**config.mk**
```make
export PLATFORM = sky130hd
export DESIGN_NAME = plb_dot
export DESIGN_NICKNAME = d
export VERILOG_FILES = /design/src/rtl/core/plb_pkg.sv /design/src/rtl/core/plb_dot.sv
export SDC_FILE = /design/constraint.sdc
export NUM_CORES = 2
export LEC_CHECK = 0
export ABC_AREA = 0
export BUFFER_PORTS_ARGS = -buffer_cell sky130_fd_sc_hd__buf_4
export CAP_MARGIN = 10
export CORE_MARGIN = 5
export CORE_UTILIZATION = 50
export CTS_BUF_LIST = sky130_fd_sc_hd__clkbuf_4 sky130_fd_sc_hd__clkbuf_8
export CTS_CLUSTER_DIAMETER = 100
export DETAILED_ROUTE_END_ITERATION = 7
export MAX_ROUTING_LAYER = met4
export PLACE_DENSITY = 0.67
export SETUP_SLACK_MARGIN = 0.4
export SLEW_MARGIN = 15
export SYNTH_ARGS = -nofsm -noshare
export SYNTH_HDL_FRONTEND = slang
export SYNTH_SLANG_ARGS = --single-unit
```
**constraint.sdc**
```tcl
create_clock -name clk -period 8.1 [get_ports clk]
set_clock_uncertainty 0.05 [all_clocks]
set_input_delay 0.405 -clock clk [delete_from_list [all_inputs] [get_ports clk]]
set_output_delay 0.405 -clock clk [all_outputs]
set_load 0.03 [all_outputs]
```
**src/rtl/core/plb_pkg.sv**
```systemverilog
package plb_pkg;

  localparam int C_W   = 31;
  localparam int T_W   = 29;
  localparam int D_W   = 15;
  localparam int ALB_W = 16;
  localparam int CFG_W = 16;
  localparam int Q_W   = 32;

  localparam logic [C_W-1:0] ONE_Q30        = C_W'(1) << 30;
  localparam logic [29:0]    INV_TWO_PI_Q32 = 30'd683565276;

  typedef enum logic [1:0] {
    CFG_ALBEDO_RED   = 2'd0,
    CFG_ALBEDO_GREEN = 2'd1,
    CFG_ALBEDO_BLUE  = 2'd2,
    CFG_LOBE_EXP     = 2'd3
  } cfg_idx_t;

  typedef struct packed {
    logic [Q_W-1:0] brdf_red;
    logic [Q_W-1:0] brdf_green;
    logic [Q_W-1:0] brdf_blue;
    logic [Q_W-1:0] sample_density;
    logic           below_horizon;
    logic           clipped;
  } res_t;

  function automatic logic [C_W-1:0] mul_q30(input logic [C_W-1:0] a,
                                             input logic [C_W-1:0] b);
    logic [2*C_W-1:0] p;
    p = a * b;
    p = p + (2*C_W)'(1 << 29);
    return C_W'(p >> 30);
  endfunction

endpackage

```
**src/rtl/core/plb_dot.sv**
```systemverilog
module plb_dot
  import plb_pkg::*;
(
  input  logic                clk,
  input  logic                rst,
  input  logic                en,
  input  logic                in_valid,
  input  logic signed [15:0]  ox,
  input  logic signed [15:0]  oy,
  input  logic signed [15:0]  oz,
  input  logic signed [15:0]  ix,
  input  logic signed [15:0]  iy,
  input  logic signed [15:0]  iz,
  output logic                out_valid,
  output logic [C_W-1:0]      c,
  output logic [D_W-1:0]      d,
  output logic                bh
);

  logic               v1;
  logic signed [31:0] p0, p1, p2;
  logic [D_W-1:0]     d1;
  logic               bh1;
  logic signed [33:0] dot;

  always_ff @(posedge clk) begin
    if (rst) begin
      v1 <= 1'b0;
      out_valid <= 1'b0;
    end else if (en) begin
      v1 <= in_valid;
      out_valid <= v1;
    end
  end

  always_ff @(posedge clk) begin
    if (en) begin
      p0  <= ox * ix;
      p1  <= oy * iy;
      p2  <= oz * iz;
      d1  <= (oy > iy) ? oy[D_W-1:0] : iy[D_W-1:0];
      bh1 <= (iy <= 16'sd0);
    end
  end

  assign dot = 34'(p1) - 34'(p0) - 34'(p2);

  always_ff @(posedge clk) begin
    if (en) begin
      if (dot < 34'sd0)
        c <= '0;
      else if (dot > 34'sd1073741824)
        c <= ONE_Q30;
      else
        c <= dot[C_W-1:0];
      d  <= d1;
      bh <= bh1;
    end
  end

endmodule

```
== Word-level counts from Yosys, hierarchy flattened ==
Index checks and enable logic that the tools add are counted.
Word-level totals
  bits in registers: 161
  memories kept: 0
  latch bits: 0
  input port bits: 100
  logic and storage cells: 23
  memory bits (read-only): 0
  output and inout bits: 48
  RAM bits: 0
Operators by class
  $mul: 3
  divide/modulo/power cells: 0
  mux-type cells: 2
  reductions and logical operators: 1
  $add $sub $neg: 2
  shift operators: 0
  order comparisons: 4
  equal/unequal tests: 0
  bitwise logic cells: 0
Operators by type and width (count)
  16-bit by 16-bit multiplier with 32-bit output: 3
  34-bit by 32-bit > comparator with 1-bit output (second input constant): 1
  34-bit by 1-bit < comparator with 1-bit output (second input constant): 1
  33-bit by 32-bit subtractor with 34-bit output: 1
  32-bit by 32-bit subtractor with 33-bit output: 1
  31-bit two-way mux: 1
  16-bit > comparator: 1
  16-bit by 1-bit less-or-equal comparator with 1-bit output (second input constant): 1
  15-bit two-way mux: 1
  2-bit OR reduction: 1

== Longest topological paths before layout ==
  depth in word-level cells: 4
  mapped depth: 27
  mapped depth without buffers: 25

== Worst setup path before layout ==
No wires, ideal clock.
  path type: in2reg
  from: input port iy[8]
  to: register p1[31], data pin
  buffers on the path: 3
  stages on the path: 27
  slack: 1368 ps
  setup time: 259 ps
  required time: 7791 ps
  arrival: 6423 ps
  cell sequence: clkbuf_1 clkbuf_1 nand2_1 fa_1 inv_1 fa_1 inv_1 fa_1 inv_1 fa_1 fa_1 inv_1 fa_1 inv_1 ha_1 clkbuf_1 nand2_1 o21a_1 a21oi_1 a41o_1 and3_1 a41oi_1 o41a_1 o21bai_1 a21oi_1 a21oi_1 xnor2_1
On the way
  longest elaborated chain between the ends: 1
RTL lines
  from (decl): line plb_dot.sv:12  | input logic signed [15:0] iy,
  16-bit by 16-bit multiplier with 32-bit output: line plb_dot.sv:39  | p1 <= oy * iy;
  to (signal assigned): line plb_dot.sv:39
  to (decl): line plb_dot.sv:21  | logic signed [31:0] p0, p1, p2;
No other way between the ends.
A chain may end at the register's enable or synchronous reset.

== Worst setup path after layout ==
  from: input port oy[7]
  to: register p1[31], data pin
On the way
  longest elaborated chain between the ends: 1
RTL lines
  from (decl): line plb_dot.sv:9  | input logic signed [15:0] oy,
  16-bit by 16-bit multiplier with 32-bit output: line plb_dot.sv:39
No other way between the ends.

==> impl_metrics.json <==
{
  "status": "completed",
  "drive_above_1_share": 0.0564,
  "worst_slew_pin_slew_ps": 974,
  "avgSynthCellArea_sq_um": 9.76,
  "post-cts-setup-buffers": 0,
  "initial_core_util": 0.505,
  "grt_pass1_wl_um": 143000,
  "relSlewSlack": 0.351,
  "io_buffers": 147,
  "fin_cells": 4903,
  "worstSetupEndpointType": "flop",
  "slowest_stage": "fa_1",
  "antenna_found_initial": 1,
  "htreeDepth": 4,
  "cp.buffers_inverters": 7,
  "cp_data_required_time_ps": 8310,
  "via_per_inst": 5.20,
  "timing.fmax_mhz": 157,
  "ios": 148,
  "crit_family": "adder cells",
  "vias": 25500,
  "cts_hold_buffers": 1,
  "finalMaxSlewViolations": 0,
  "synthesis.nets": 5098,
  "synth-async-reset-ratio": 0,
  "wl_um": 84100,
  "cp.arrival_ps": 6590,
  "yosysTopAreaCell": "fa_1",
  "areaGrowthSynthToFinish_pct": 6.16,
  "final_common_cell": "inv_1",
  "post-dp-hpwl_um": 69700,
  "rsz0062_at_grt": "false",
  "dieHeight_um": 285,
  "cts_tree": "built",
  "synthCells": 3867,
  "hold_path_class": "in2reg",
  "globalplace.congestion": 0.888,
  "drc": 0,
  "synth_cell_types": 69,
  "grt_pass1_vias": 27800,
  "grt_overflow_total": 0,
  "core_region_area_sq_um": 74700,
  "hold_viol_final": 0,
  "yosysWarnings": 0,
  "postCtsResizedCells": 0,
  "cap_violations": 0,
  "synth_area_sq_um": 37700,
  "nNetsFinal": 5152,
  "drt_iter0_markers": 1743,
  "yosysTopAreaCellShare": 0.434,
  "die_w_um": 285,
  "tns_ps": 0,
  "cp_max_fo": 18,
  "place_inst": 4870,
  "synth_ff_type": "edfxtp_1",
  "clkTransAtPathRegs_ps": 100,
  "min_period_ps": 6380,
  "ant_nets": 0,
  "seq_area_frac_synth": 0.128,
  "numCtsBuffers": 17,
  "period_share": 0.788,
  "dieArea_sq_um": 81100,
  "worst-setup-path-type": "in2reg",
  "synth_top_cells_by_area": "fa_1 43%, edfxtp_1 13%, ha_1 10%",
  "grt_util_all_layers": 0.223,
  "slowest_delay_ps": 530,
  "wire_per_inst_um": 17.2,
  "start_kind": "input port",
  "firstDrtPassIters": 5,
  "utilization": 0.536,
  "clk-insertion-delay-late_ps": 510,
  "clock_sinks": 161,
  "finalSetupViolCount": 0,
  "grt_max_degree": 76,
  "cts.path.max_buffers": 2,
  "holdWs_ps": 80.8,
  "cts_root_buffer": "clkbuf_8",
  "placementRows": 100,
  "synth_edf_count": 159,
  "synth-seq-cells": 161,
  "layout_common_cells": "947 x inv_1, 818 x fa_1, 409 x nand2_1",
  "num_antenna_cells": 0
}
cell usage after synthesis, types with 4 or more instances:
cell,count
or2_2,4
xnor2_1,93
o21ai_0,49
nor3_1,26
nor3b_1,6
edfxtp_1,159
o21a_1,15
o211ai_1,4
or3_1,5
mux2_2,17
fa_1,818
nor4_1,5
a21o_1,48
and2_1,353
ha_1,313
xor2_1,40
a211o_1,5
a21boi_0,5
nor2b_1,11
a31o_2,4
o31ai_1,4
a211oi_1,14
nand4_1,8
nor2_1,136
and3_1,17
nand2b_1,29
inv_1,947
nor3b_2,6
o21bai_1,16
a31oi_1,10
nand2_1,409
nand3_1,25
a21oi_1,100
clkbuf_1,110
worst paths after layout:
kind | start | end | slack, ps | cells after the start
max | oy[7] | p1[31]$_DFFE_PP_ | 1720 | 26
min | in_valid | v1$_SDFFE_PP0P_ | 80 | 3
max reg2reg | p2[0]$_DFFE_PP_ | c[5]$_SDFFCE_PP0P_ | 2670 | 16
min reg2reg | d1[1]$_DFFE_PP_ | d[1]$_DFFE_PP_ | 380 | 0
layout make-up:
cell class	instances	area [sq um]
fill	6671	34600
sequential	161	4810
tap	969	1210
inverter	947	3550
clock buffer	17	234
clock inverter	15	186
timing repair buffer	150	1130
multi-input combinational	2644	28900
metrics by stage:
step | cell area [sq um] | setup WS, ps
finish | 40100 | 1720
global route | 40100 | 1210
CTS | 40100 | 1730
detailed placement | 39600 | 1180
global placement | 39600 | 1210
floorplan | 37700 | 1370
metal layers:
metal,GRT usage,routed length (um),share of wire,up-vias
met5,-,0,0,-
met4,0.0370,1230,0.015,0
met3,0.0232,4540,0.054,89
met2,0.367,41100,0.49,680
met1,0.311,37200,0.44,13000
li1,-,-,-,11700
registers in the layout, summed over array words and instances (netlist names):
signal / count
v1: 1
bh: 1
bh1: 1
d: 15
out_valid: 1
p2: 32
d1: 15
p1: 32
c: 31
p0: 32
worst min-delay path, delay by kind of cell:
| family | cells | cell delay [ps] |
|---|---|---|
| buffers and inverters | 1 | 80 |
| AND/OR/NAND/NOR | 1 | 70 |
| multiplexers | 1 | 50 |
kinds of logic after synthesis:
group | after synthesis | share of synthesized area
compound gates | 312 | 0.0546
xor+xnor | 133 | 0.0309
fa+ha+maj | 1131 | 0.538
buf+inv | 1062 | 0.106
flops | 161 | 0.128
mux | 19 | 0.00560
simple gates | 1049 | 0.138
Power is not shown: default switching activity piles up to over one toggle a cycle in this logic, so the estimate is an artifact.
